$ cat src/prhd_pkg.sv
// Shared constants, widths, register indexes and types of the PI ramp/hold regulator.
`timescale 1ns / 1ps

package prhd_pkg;

    localparam int PULSE_SAMPLES = 1024;
    localparam int SAMPLE_PERIOD = 1;

    localparam int IDX_W  = $clog2(PULSE_SAMPLES);
    localparam int HEND_W = $clog2(PULSE_SAMPLES + 1);

    localparam int MEAS_W = 16;
    localparam int SP_W   = 16;
    localparam int GAIN_W = 16;
    localparam int QI_W   = 15;
    localparam int DAC_W  = 12;
    localparam int UMAX_W = 15;
    localparam int TIME_W = 16;
    localparam int ERR_W  = 17;
    localparam int ODRV_W = 18;
    localparam int FRAC_W = 12;

    localparam int MUL_W  = 17;
    localparam int PROD_W = 2 * MUL_W;
    localparam int DIV_NW = UMAX_W + IDX_W;
    localparam int DIV_DW = TIME_W;
    localparam int ACC_W  = 34;
    localparam int INT_W  = QI_W + FRAC_W + 1;
    localparam int DRV_W  = ACC_W - FRAC_W;
    localparam int DV_W   = DRV_W + 1;
    localparam int HSUM_W = DIV_NW + 1;
    localparam int CIDX_W = 3;
    localparam int CDAT_W = 16;

    typedef enum logic [CIDX_W-1:0] {
        CFG_KP         = 3'd0,
        CFG_KI_TOTAL   = 3'd1,
        CFG_QI_MAX     = 3'd2,
        CFG_DAC_OFFSET = 3'd3,
        CFG_DAC_LIMIT  = 3'd4,
        CFG_U_MAX      = 3'd5,
        CFG_FRONT_TIME = 3'd6,
        CFG_HOLD_TIME  = 3'd7
    } t_cfg_idx;

    typedef struct packed {
        logic signed [GAIN_W-1:0] kp;
        logic signed [GAIN_W-1:0] ki_total;
        logic [QI_W-1:0]          qi_max;
        logic [DAC_W-1:0]         dac_offset;
        logic [DAC_W-1:0]         dac_limit;
        logic [UMAX_W-1:0]        u_max;
        logic [TIME_W-1:0]        front_time;
        logic [TIME_W-1:0]        hold_time;
    } t_cfg;

endpackage

$ cat src/prhd_cfg.sv
// Configuration register file of the PI ramp/hold regulator.
`timescale 1ns / 1ps

module prhd_cfg
    import prhd_pkg::*;
(
    input  logic              i_clk,
    input  logic              i_rst_n,
    input  logic              i_wr_en,
    input  logic [CIDX_W-1:0] i_index,
    input  logic [CDAT_W-1:0] i_data,
    output t_cfg              o_cfg
);

    t_cfg r_cfg;
    t_cfg n_cfg;

    always_comb begin
        n_cfg = r_cfg;
        if (i_wr_en) begin
            unique case (t_cfg_idx'(i_index))
                CFG_KP:         n_cfg.kp         = i_data;
                CFG_KI_TOTAL:   n_cfg.ki_total   = i_data;
                CFG_QI_MAX:     n_cfg.qi_max     = i_data[QI_W-1:0];
                CFG_DAC_OFFSET: n_cfg.dac_offset = i_data[DAC_W-1:0];
                CFG_DAC_LIMIT:  n_cfg.dac_limit  = i_data[DAC_W-1:0];
                CFG_U_MAX:      n_cfg.u_max      = i_data[UMAX_W-1:0];
                CFG_FRONT_TIME: n_cfg.front_time = i_data[TIME_W-1:0];
                CFG_HOLD_TIME:  n_cfg.hold_time  = i_data[TIME_W-1:0];
                default:        n_cfg = r_cfg;
            endcase
        end
    end

    always_ff @(posedge i_clk) begin
        if (!i_rst_n) begin
            r_cfg.kp         <= '0;
            r_cfg.ki_total   <= '0;
            r_cfg.qi_max     <= '0;
            r_cfg.dac_offset <= '0;
            r_cfg.dac_limit  <= '1;
            r_cfg.u_max      <= '0;
            r_cfg.front_time <= TIME_W'(1);
            r_cfg.hold_time  <= '0;
        end else begin
            r_cfg <= n_cfg;
        end
    end

    assign o_cfg = r_cfg;

endmodule

$ cat src/prhd_mul.sv
// Shared signed multiplier with a registered product.
`timescale 1ns / 1ps

module prhd_mul
    import prhd_pkg::*;
(
    input  logic                     i_clk,
    input  logic signed [MUL_W-1:0]  i_a,
    input  logic signed [MUL_W-1:0]  i_b,
    output logic signed [PROD_W-1:0] o_p
);

    logic signed [PROD_W-1:0] r_p;

    always_ff @(posedge i_clk) begin
        r_p <= i_a * i_b;
    end

    assign o_p = r_p;

endmodule

$ cat src/prhd_div.sv
// Restoring divider that produces one quotient bit per cycle.
`timescale 1ns / 1ps

module prhd_div
    import prhd_pkg::*;
(
    input  logic              i_clk,
    input  logic              i_rst_n,
    input  logic              i_start,
    input  logic [DIV_NW-1:0] i_dividend,
    input  logic [DIV_DW-1:0] i_divisor,
    output logic              o_done,
    output logic [DIV_NW-1:0] o_quotient
);

    localparam int CNT_W = $clog2(DIV_NW);

    logic              r_busy, n_busy;
    logic              r_done, n_done;
    logic [CNT_W-1:0]  r_cnt, n_cnt;
    logic [DIV_DW-1:0] r_rem, n_rem;
    logic [DIV_NW-1:0] r_quo, n_quo;
    logic [DIV_DW-1:0] r_den, n_den;
    logic [DIV_DW:0]   rem_sh;
    logic [DIV_DW:0]   rem_diff;
    logic              fits;

    assign rem_sh   = {r_rem, r_quo[DIV_NW-1]};
    assign rem_diff = rem_sh - {1'b0, r_den};
    assign fits     = rem_sh >= {1'b0, r_den};

    always_comb begin
        n_busy = r_busy;
        n_done = 1'b0;
        n_cnt  = r_cnt;
        n_rem  = r_rem;
        n_quo  = r_quo;
        n_den  = r_den;
        if (i_start) begin
            n_busy = 1'b1;
            n_cnt  = '0;
            n_rem  = '0;
            n_quo  = i_dividend;
            n_den  = i_divisor;
        end else if (r_busy) begin
            n_rem = fits ? rem_diff[DIV_DW-1:0] : rem_sh[DIV_DW-1:0];
            n_quo = {r_quo[DIV_NW-2:0], fits};
            n_cnt = r_cnt + CNT_W'(1);
            if (r_cnt == CNT_W'(DIV_NW - 1)) begin
                n_busy = 1'b0;
                n_done = 1'b1;
            end
        end
    end

    always_ff @(posedge i_clk) begin
        if (!i_rst_n) begin
            r_busy <= 1'b0;
            r_done <= 1'b0;
            r_cnt  <= '0;
        end else begin
            r_busy <= n_busy;
            r_done <= n_done;
            r_cnt  <= n_cnt;
        end
    end

    always_ff @(posedge i_clk) begin
        r_rem <= n_rem;
        r_quo <= n_quo;
        r_den <= n_den;
    end

    assign o_done     = r_done;
    assign o_quotient = r_quo;

endmodule

$ cat src/pi_regulator_ramp_hold_dac.sv
// Top level of the PI voltage regulator with computed ramp/hold setpoint and DAC clamp.
`timescale 1ns / 1ps

// One item is taken at a time and o_in_ready stays low until it is finished. A regulate
// item is quickest when the setpoint comes from a hold or is zero, and slowest on the
// ramp front, where the 25-bit restoring divider that forms u_max*index/front_time
// produces one quotient bit per cycle. A hold item also takes longer on the ramp
// front, since its setpoint goes through the same divider. Every product goes through
// one shared 17x17 multiplier. A finished result waits in the output register while
// the next item is already being worked on.
module pi_regulator_ramp_hold_dac
    import prhd_pkg::*;
(
    input  logic                     i_clk,
    input  logic                     i_rst_n,
    input  logic                     i_cfg_valid,
    output logic                     o_cfg_ready,
    input  logic [CIDX_W-1:0]        i_cfg_index,
    input  logic [CDAT_W-1:0]        i_cfg_data,
    input  logic                     i_in_valid,
    output logic                     o_in_ready,
    input  logic                     i_action,
    input  logic [MEAS_W-1:0]        i_measured,
    input  logic                     i_bypass,
    output logic                     o_out_valid,
    input  logic                     i_out_ready,
    output logic [DAC_W-1:0]         o_dac_code,
    output logic signed [ERR_W-1:0]  o_error_value,
    output logic signed [ODRV_W-1:0] o_drive_value,
    output logic                     o_pulse_done
);

    typedef enum logic [14:0] {
        S_IDLE   = 15'h0001,
        S_SP     = 15'h0002,
        S_RMUL   = 15'h0004,
        S_RDGO   = 15'h0008,
        S_RDWAIT = 15'h0010,
        S_HOLD   = 15'h0020,
        S_ERR    = 15'h0040,
        S_PMUL   = 15'h0080,
        S_PACC   = 15'h0100,
        S_IMUL   = 15'h0200,
        S_IADD   = 15'h0400,
        S_ICLAMP = 15'h0800,
        S_SUM    = 15'h1000,
        S_DRIVE  = 15'h2000,
        S_OUT    = 15'h4000
    } t_state;

    localparam logic signed [DRV_W-1:0] DRV_MAX = DRV_W'(2 ** (ODRV_W - 1) - 1);
    localparam logic signed [DRV_W-1:0] DRV_MIN = -DRV_W'(2 ** (ODRV_W - 1));

    t_cfg     cfg;
    logic     div_start;
    logic     div_done;

    logic signed [MUL_W-1:0]  mul_a, mul_b;
    logic signed [PROD_W-1:0] mul_p;
    logic [DIV_NW-1:0]        div_num, div_q;
    logic [DIV_DW-1:0]        div_den;

    t_state              r_state, n_state;
    logic [IDX_W-1:0]    r_idx, n_idx;
    logic signed [INT_W-1:0] r_int, n_int;
    logic                r_hold_active, n_hold_active;
    logic [SP_W-1:0]     r_held, n_held;
    logic [HEND_W-1:0]   r_hold_end, n_hold_end;
    logic                r_out_valid, n_out_valid;

    logic                r_action, n_action;
    logic [MEAS_W-1:0]   r_meas, n_meas;
    logic                r_bypass, n_bypass;
    logic [SP_W-1:0]     r_sp, n_sp;
    logic signed [ERR_W-1:0] r_err, n_err;
    logic signed [ACC_W-1:0] r_acc, n_acc;
    logic signed [ACC_W-1:0] r_iraw, n_iraw;
    logic signed [DRV_W-1:0] r_drive, n_drive;
    logic [DAC_W-1:0]    r_dac, n_dac;
    logic signed [ERR_W-1:0]  r_oerr, n_oerr;
    logic signed [ODRV_W-1:0] r_odrv, n_odrv;
    logic                r_odone, n_odone;

    logic                    on_front;
    logic [31:0]             front_need;
    logic signed [ACC_W-1:0] ilim, ilim_neg;
    logic [HSUM_W-1:0]       hsum;
    logic signed [DV_W-1:0]  dv_src, dv;
    logic                    last_sample;

    prhd_cfg u_cfg (
        .i_clk   (i_clk),
        .i_rst_n (i_rst_n),
        .i_wr_en (i_cfg_valid),
        .i_index (i_cfg_index),
        .i_data  (i_cfg_data),
        .o_cfg   (cfg)
    );

    prhd_mul u_mul (
        .i_clk (i_clk),
        .i_a   (mul_a),
        .i_b   (mul_b),
        .o_p   (mul_p)
    );

    prhd_div u_div (
        .i_clk      (i_clk),
        .i_rst_n    (i_rst_n),
        .i_start    (div_start),
        .i_dividend (div_num),
        .i_divisor  (div_den),
        .o_done     (div_done),
        .o_quotient (div_q)
    );

    assign o_cfg_ready = 1'b1;
    assign o_in_ready  = (r_state == S_IDLE);

    assign front_need  = (32'(r_idx) + 32'd1) * 32'(SAMPLE_PERIOD);
    assign on_front    = (front_need <= 32'(cfg.front_time));
    assign ilim        = ACC_W'($signed({1'b0, cfg.qi_max, {FRAC_W{1'b0}}}));
    assign ilim_neg    = -ilim;
    assign hsum        = HSUM_W'(r_idx) + HSUM_W'(cfg.hold_time / TIME_W'(SAMPLE_PERIOD));
    assign last_sample = (r_idx == IDX_W'(PULSE_SAMPLES - 1));

    always_comb begin
        mul_a = '0;
        mul_b = '0;
        unique case (r_state)
            S_RMUL: begin
                mul_a = MUL_W'(cfg.u_max);
                mul_b = MUL_W'(r_idx);
            end
            S_PMUL: begin
                mul_a = MUL_W'(r_err);
                mul_b = MUL_W'(cfg.kp);
            end
            S_IMUL: begin
                mul_a = MUL_W'(r_err);
                mul_b = MUL_W'(cfg.ki_total);
            end
            default: begin
                mul_a = '0;
                mul_b = '0;
            end
        endcase
    end

    assign div_start = (r_state == S_RDGO);
    assign div_num   = mul_p[DIV_NW-1:0];
    assign div_den   = cfg.front_time;

    always_comb begin
        dv_src = r_bypass ? DV_W'($signed({1'b0, r_sp})) : DV_W'(r_drive);
        dv     = dv_src + DV_W'($signed({1'b0, cfg.dac_offset}));
    end

    always_comb begin
        n_state       = r_state;
        n_idx         = r_idx;
        n_int         = r_int;
        n_hold_active = r_hold_active;
        n_held        = r_held;
        n_hold_end    = r_hold_end;
        n_out_valid   = r_out_valid;
        n_action      = r_action;
        n_meas        = r_meas;
        n_bypass      = r_bypass;
        n_sp          = r_sp;
        n_err         = r_err;
        n_acc         = r_acc;
        n_iraw        = r_iraw;
        n_drive       = r_drive;
        n_dac         = r_dac;
        n_oerr        = r_oerr;
        n_odrv        = r_odrv;
        n_odone       = r_odone;

        if (r_out_valid && i_out_ready) begin
            n_out_valid = 1'b0;
        end

        unique case (r_state)
            S_IDLE: begin
                if (i_in_valid) begin
                    n_action = i_action;
                    n_meas   = i_measured;
                    n_bypass = i_bypass;
                    n_state  = S_SP;
                end
            end
            S_SP: begin
                if (r_hold_active) begin
                    n_sp    = (HEND_W'(r_idx) < r_hold_end) ? r_held : '0;
                    n_state = r_action ? S_HOLD : S_ERR;
                end else if (on_front) begin
                    n_state = S_RMUL;
                end else begin
                    n_sp    = '0;
                    n_state = r_action ? S_HOLD : S_ERR;
                end
            end
            S_RMUL: begin
                n_state = S_RDGO;
            end
            S_RDGO: begin
                n_state = S_RDWAIT;
            end
            S_RDWAIT: begin
                if (div_done) begin
                    n_sp    = div_q[SP_W-1:0];
                    n_state = r_action ? S_HOLD : S_ERR;
                end
            end
            S_HOLD: begin
                n_held        = r_sp;
                n_hold_active = 1'b1;
                n_hold_end    = (hsum > HSUM_W'(PULSE_SAMPLES)) ?
                                HEND_W'(PULSE_SAMPLES) : hsum[HEND_W-1:0];
                n_state       = S_IDLE;
            end
            S_ERR: begin
                n_err   = (r_idx == '0) ? '0 :
                          ($signed({1'b0, r_sp}) - $signed({1'b0, r_meas}));
                n_state = S_PMUL;
            end
            S_PMUL: begin
                n_state = S_PACC;
            end
            S_PACC: begin
                n_acc   = ACC_W'($signed({1'b0, r_sp, {FRAC_W{1'b0}}})) + ACC_W'(mul_p);
                n_state = S_IMUL;
            end
            S_IMUL: begin
                n_state = S_IADD;
            end
            S_IADD: begin
                n_iraw  = ACC_W'(r_int) + ACC_W'(mul_p);
                n_state = S_ICLAMP;
            end
            S_ICLAMP: begin
                if (r_iraw > ilim) begin
                    n_int = ilim[INT_W-1:0];
                end else if (r_iraw < ilim_neg) begin
                    n_int = ilim_neg[INT_W-1:0];
                end else begin
                    n_int = r_iraw[INT_W-1:0];
                end
                n_state = S_SUM;
            end
            S_SUM: begin
                n_acc   = r_acc + ACC_W'(r_int);
                n_state = S_DRIVE;
            end
            S_DRIVE: begin
                n_drive = r_acc[ACC_W-1:FRAC_W] +
                          DRV_W'(r_acc[ACC_W-1] && (r_acc[FRAC_W-1:0] != '0));
                n_state = S_OUT;
            end
            S_OUT: begin
                if (!r_out_valid || i_out_ready) begin
                    if (dv < 0) begin
                        n_dac = '0;
                    end else if (dv > DV_W'($signed({1'b0, cfg.dac_limit}))) begin
                        n_dac = cfg.dac_limit;
                    end else begin
                        n_dac = dv[DAC_W-1:0];
                    end
                    if (r_drive > DRV_MAX) begin
                        n_odrv = DRV_MAX[ODRV_W-1:0];
                    end else if (r_drive < DRV_MIN) begin
                        n_odrv = DRV_MIN[ODRV_W-1:0];
                    end else begin
                        n_odrv = r_drive[ODRV_W-1:0];
                    end
                    n_oerr      = r_err;
                    n_odone     = last_sample;
                    n_out_valid = 1'b1;
                    if (last_sample) begin
                        n_idx         = '0;
                        n_int         = '0;
                        n_hold_active = 1'b0;
                    end else begin
                        n_idx = r_idx + IDX_W'(1);
                    end
                    n_state = S_IDLE;
                end
            end
            default: begin
                n_state = S_IDLE;
            end
        endcase
    end

    always_ff @(posedge i_clk) begin
        if (!i_rst_n) begin
            r_state       <= S_IDLE;
            r_idx         <= '0;
            r_int         <= '0;
            r_hold_active <= 1'b0;
            r_held        <= '0;
            r_hold_end    <= '0;
            r_out_valid   <= 1'b0;
        end else begin
            r_state       <= n_state;
            r_idx         <= n_idx;
            r_int         <= n_int;
            r_hold_active <= n_hold_active;
            r_held        <= n_held;
            r_hold_end    <= n_hold_end;
            r_out_valid   <= n_out_valid;
        end
    end

    always_ff @(posedge i_clk) begin
        r_action <= n_action;
        r_meas   <= n_meas;
        r_bypass <= n_bypass;
        r_sp     <= n_sp;
        r_err    <= n_err;
        r_acc    <= n_acc;
        r_iraw   <= n_iraw;
        r_drive  <= n_drive;
        r_dac    <= n_dac;
        r_oerr   <= n_oerr;
        r_odrv   <= n_odrv;
        r_odone  <= n_odone;
    end

    assign o_out_valid   = r_out_valid;
    assign o_dac_code    = r_dac;
    assign o_error_value = r_oerr;
    assign o_drive_value = r_odrv;
    assign o_pulse_done  = r_odone;

`ifndef SYNTH
    a_int_clamped: assert property (@(posedge i_clk) disable iff (!i_rst_n)
        (r_state == S_SUM) |-> ((ACC_W'(r_int) <= ilim) && (ACC_W'(r_int) >= ilim_neg)))
        else $error("Integral left its clamp range.");

    a_hold_end_cap: assert property (@(posedge i_clk) disable iff (!i_rst_n)
        r_hold_end <= HEND_W'(PULSE_SAMPLES))
        else $error("Hold end beyond the pulse length.");

    a_div_only_when_waiting: assert property (@(posedge i_clk) disable iff (!i_rst_n)
        div_done |-> (r_state == S_RDWAIT))
        else $error("Divider finished outside a wait state.");

    a_busy_after_transfer: assert property (@(posedge i_clk) disable iff (!i_rst_n)
        (i_in_valid && o_in_ready) |=> (r_state == S_SP))
        else $error("Accepted item did not start the setpoint step.");
`endif

endmodule
$ cat config.mk
export PLATFORM = sky130hd
export DESIGN_NAME = pi_regulator_ramp_hold_dac
export DESIGN_NICKNAME = d
export VERILOG_FILES = /design/src/prhd_pkg.sv /design/src/prhd_cfg.sv /design/src/prhd_mul.sv /design/src/prhd_div.sv /design/src/pi_regulator_ramp_hold_dac.sv
export SDC_FILE = /design/constraint.sdc
export NUM_CORES = 2
export LEC_CHECK = 0
export BUFFER_PORTS_ARGS = -buffer_cell sky130_fd_sc_hd__buf_4
export CAP_MARGIN = 20
export CORE_AREA = 4 4 334 336
export DETAILED_ROUTE_END_ITERATION = 6
export DIE_AREA = 0 0 338 340
export MAX_ROUTING_LAYER = met4
export SLEW_MARGIN = 25
export SYNTH_ARGS = -nofsm -noshare
export SYNTH_HDL_FRONTEND = slang
export SYNTH_SLANG_ARGS = --single-unit
$ cat constraint.sdc
create_clock -name i_clk -period 20.3 [get_ports i_clk]
set_input_delay 1.015 -clock i_clk [delete_from_list [all_inputs] [get_ports i_clk]]
set_output_delay 1.015 -clock i_clk [all_outputs]
set_load 0.03 [all_outputs]
# == Word level (Yosys, flattened, before mapping) ==
# Index checks and enable logic that the tools add are counted.
# word_totals
regBits,487
latch_bits,0
ramBits,0
mem_bits_ro,0
inputBits,42
out_inout_bits,51
word_cells,155
mem_count,0
# classes
n_addsub,12
n_mul,1
div_mod_pow,0
magnitude_cmp,10
n_eq_ne,29
n_shift,0
n_mux,38
bitwise_logic,2
n_reduce_logical,29
# op_table
op,count
$pmux W15 S14,1
$mux W28,4
$mux W16,5
$pmux W34 S2,1
$pmux W28 S2,1
$pmux W17 S3,1
$mux W25,2
$mux W15,3
$add A28 B34 Y34,1
$add A29 B34 Y34,1
$add A34 B28 Y34,1
$gt A34 B28 Y1,1
$lt A34 B34 Y1,1
$mul A17 B17 Y34,1
$neg A27 Y34,1
$pmux W17 S2,1
$pmux W16 S2,1
$add A23 B13 Y23,1
$gt A23 B13 Y1,1
$lt A23 B1 Y1 const B,1
$mux W23,1
$add A22 B1 Y22,1
$gt A22 B18 Y1 const B,1
$lt A22 B18 Y1 const B,1
other kinds (52),87

# == Longest topological paths before layout ==
# depth
depth_word,5
depth_mapped,33
depth_no_buf,31

# == Hierarchy ==
# From an unflattened synthesis, not the netlist that was laid out.
# hier_totals
hier_cells,4065
hier_area_um2,39170.1
# modules_own_cells
mod,instances,cells_each,area_each_um2,seq_area_each_um2
pi_regulator_ramp_hold_dac,1,2075,19551.3,7317.0
prhd_mul,1,1229,11617.4,680.7
prhd_cfg,1,421,4390.5,2362.3
prhd_div,1,340,3611.0,1691.6

# == Least setup slack after synthesis ==
# No wires, ideal clock.
# synth_path
path_type,flip-flop to flip-flop
startpoint,register r_state[8]
endpoint,register u_mul.r_p[33] (netlist: u_mul.o_p[33])
setup_time_ns,0.086
t_arrival_ns,7.853
required_time_ns,20.214
slack_ns,12.361
path_stages_with_launch,29
path_buffers,3
synth_period_minus_slack_ns,7.939
cell_sequence,dfxtp_1 or4_4 nor3b_2 nand2_1 nor4b_2 or2_2 buf_2 buf_4 buf_2 a22o_1 nand2_1 fa_1 inv_1 fa_1 fa_1 fa_1 fa_1 inv_1 fa_1 inv_1 ha_1 a2111oi_0 nand2_1 a31oi_1 or2_2 o221ai_1 a2111o_1 and3_1 a211oi_1
# synth_via
elab_chain_cells,4
elab_cells_between_ends,7
cone_classes,1 x mul; 3 x eq/ne; 2 x mux; 1 x reduce/logical
# synth_rtl
element,line,source
"start, declared",pi_regulator_ramp_hold_dac.sv:63,"t_state r_state, n_state;"
"start signal, assigned",pi_regulator_ramp_hold_dac.sv:306,r_state <= n_state;
$eq A15 B10 Y1 or $eq A15 B8 Y1 (tied branches),pi_regulator_ramp_hold_dac.sv:130,unique case (r_state)
$reduce_or A2 Y1 (no source line),n/a,
$pmux W17 S2,pi_regulator_ramp_hold_dac.sv:130,
$mul A17 B17 Y34 (*),prhd_mul.sv:16,r_p <= i_a * i_b;
"end signal, assigned",prhd_mul.sv:16,
"end, declared",prhd_mul.sv:13,logic signed [PROD_W-1:0] r_p;
# Every way passes the cells marked *; elsewhere a longest branch is shown, timed or not.
# A chain may end at the register's enable or synchronous reset.

# == Worst setup path in the final report ==
# layout_path
startpoint,register r_state[2]
endpoint,register u_mul.r_p[33] (netlist: u_mul.o_p[33])
# The elaborated chain is that of the path after synthesis.

==> summary.txt <==
Clock tree
  • CTS Root Cell: clkbuf_16
  • Num CTS Buffers: 53
  • CTS H-tree depth: 2
  • Insertion delay to the later sink of the worst-skew pair: 0.63 ns
  • Post-CTS setup buffers: 0
  • Longest Clk Path Bufs: 3
  • CTS tree: built
  • Sink Count: between 400 and 500
  • Hold_buf cts: 0
  • Clock slew at reported path FFs: around 0.07 ns
  • CTS-repair resized insts: 0

Critical path
  • CP arrival: just under 10 ns
  • Max incr delay on CP: 0.74 ns
  • Critical path buffers and inverters: 6
  • Top cell family by delay on the critical path: adder cells
  • Crit. End Element: register
  • CP max FO: 35
  • Startpoint types: register
  • Slowest-stage cell, CP: a2111oi_0
  • CP Class: reg2reg
  • Worst EP required: 20.83 ns
  • Most frequent cell on the critical path: fa_1

Logic synthesis
  • Seq/Total Area, Yosys: about a third
  • Yosys reg bits: a little under 500
  • Area contributors post-synth: edfxtp_1, fa_1, dfxtp_1
  • Ys async rst share: 0%
  • Ys Warns: 0
  • Mapped Avg Cell Area: approximately 9.1 um^2
  • Syn nets: 4782
  • Area leader, netlist: edfxtp_1
  • Synth Flop Type: dfxtp_1
  • Synth top area share: 18.3%
  • Gate Count Post-Synth: about 4.1k
  • Count of cell types in the netlist: 83
  • Number of synthesized flops with an enable pin: 230
  • Mapped Area: 0.0378 mm^2

Route
  • Vias/cell: 5.28
  • DR pass1 iterations: 5
  • Via count of the routed design: between 20k and 30k
  • Mean routed wirelength per cell: 20.2 um
  • ANT nets after route: 0
  • Iter 0 DRT Violations: 2520
  • Routed WL: roughly 110000 um
  • DRC: 0

Power
  • Pwr Density: around 54 mW/mm^2
  • P_leak: approximately 18 nW
  • Worst VDD drop: between 0.05 and 0.06 mV

Timing
  • Worst-Margin Slew: around 1.1 ns
  • Final worst-path cycle share: a little under half
  • Layout Skew: 0.0234 ns
  • Max-slew headroom: about 28%
  • Final Setup Violations: 0
  • Minimum clock period: between 9 and 10 ns
  • Pins Over Slew Limit: 0
  • Final hold vios: 0
  • Achievable frequency: around 110 MHz
  • RSZ-0062 raised after global routing: no
  • Post-Route Setup TNS: 0 ns

Floorplan
  • Row Count: 121
  • Die Ht: between 300 and 400 um
  • Die width: 338 um
  • Core area: ~0.11 mm^2
  • Die Footprint: about 0.11 mm^2
  • Initial Utilization: between 30% and 40%
  • Num ports: just over 90

Finish
  • Syn-to-layout area delta: 11.1%
  • Layout cells sized above 1: approximately 7.1%
  • Fin util: between 30% and 40%
  • Final nets: about 4.8k

Global routing
  • Largest net degree at the start of global routing: slightly below 80
  • Initial antenna violation count: 5
  • Number of global-route vias before repair: 29.0k
  • GRT overflow: 0
  • Overall global routing resource usage: about a fifth
  • First-pass GRT wire length: 175000 um

Run
  • Max-cap violations: 0

Placed design
  • GP Congestion: 0.925
  • HPWL after DPL: 88900 um
  • Port Buf Inserts: 91

Outcome
  • Outcome: finished, final reports clean

Worst hold path
  • Hold Path Class: reg2reg
-- worst paths after layout --
path         startpoint       endpoint  depth (start not counted)  slack, ns
max          r_state[2]  u_mul.o_p[33]                         28      11.01
min           r_held[8]      r_held[8]                          2       0.45
max reg2reg  r_state[2]  u_mul.o_p[33]                         28      11.01
min reg2reg   r_held[8]      r_held[8]                          2       0.45
-- synthesized netlist by cell type, drive strengths merged, types with 37 or more instances --
cell type and n:
a21o 56, a21oi 282, a22o 50, and3 37, clkbuf 119, dfxtp 257, edfxtp 230, fa 303
ha 297, inv 490, nand2 575, nand2b 49, nand3 76, nor2 383, nor2b 39, nor3 55
o21a 50, o21ai 146, xnor2 130, xor2 64
-- metal layers --
layer	GRT usage [%]	vias up	share of wire [%]
met5	-	-	0
met4	5.95	0	3.3
met3	2.11	164	6.4
met2	32.2	923	46
met1	27.5	14654	44
li1	-	14101	-
-- logic make-up after synthesis --
kind of cell / Yosys count / synth area share, %
AOI/OAI and AO/OA: 799 / 13.6
xor gates and xnor gates: 194 / 4.50
adders and majority gates: 600 / 25.9
buffers and inverters: 637 / 6.50
DFF: 487 / 31.9
muxes: 50 / 1.38
other: 1 / 0.00992
and+or+nand+nor: 1372 / 16.2
-- flip-flops by register name, indices dropped and copies added, names as in the netlist, 5 cells and up --
name / flops
r_acc: 34
u_div.r_den: 16
u_div.r_cnt: 5
u_div.r_rem: 16
r_err: 17
r_drive: 22
r_held: 16
u_div.o_quotient: 25
u_mul.o_p: 34
o_error_value: 17
r_idx: 10
r_int: 28
r_sp: 16
u_cfg.o_cfg: 118
r_hold_end: 11
o_drive_value: 18
o_dac_code: 12
r_iraw: 34
r_meas: 16
r_state: 15
-- stage by stage --
step | hold slack (ns) | instances | setup slack [ns] | cell area, um^2 | total power [mW]
6_report | 0.454 | 5647 | 11.01 | 42000 | 2.28
5_1_grt | 0.469 | 5644 | 10.44 | 42000 | 2.36
4_1_cts | 0.452 | 5642 | 11.03 | 41900 | 2.30
3_5_place_dp | 0.443 | 5542 | 11.06 | 40100 | 1.25
3_3_place_gp | 0.437 | 5542 | 11.17 | 40000 | 1.25
2_1_floorplan | 0.411 | 4140 | 12.36 | 37800 | 1.20
-- report_power, final --
part / total, mW / internal [mW] / switching, mW
combinational: 0.186 / 0.0731 / 0.113
sequential: 1.05 / 1.03 / 0.0124
clock: 1.05 / 0.611 / 0.435
total: 2.28 / 1.72 / 0.561
-- placed cells by master, fill, tap and decap left out, drive strengths merged, types with 64 or more instances in the layout --
cell type,instances
nand3,76
o21ai,146
a21oi,282
nor2,383
buf,135
xor2,64
edfxtp,230
fa,303
dfxtp,257
nand2,575
ha,297
xnor2,130
inv,494
clkbuf,71
-- worst min-delay path, cell delays in order (launching register included) --
cell and delay [ns]:
dfxtp_1 0.31, nand2_1 0.05, a21oi_1 0.05
-- layout make-up --
type / count / area [um^2]
fill: 10827 / 66600
multi-input combinational: 3016 / 23400
sequential: 487 / 12100
inverter: 491 / 1850
tap: 1414 / 1770
clock buffer: 70 / 1490
timing repair buffer: 136 / 1020
clock inverter: 30 / 377
antenna: 3 / 7.51
Power figures use the tool's default switching activity.
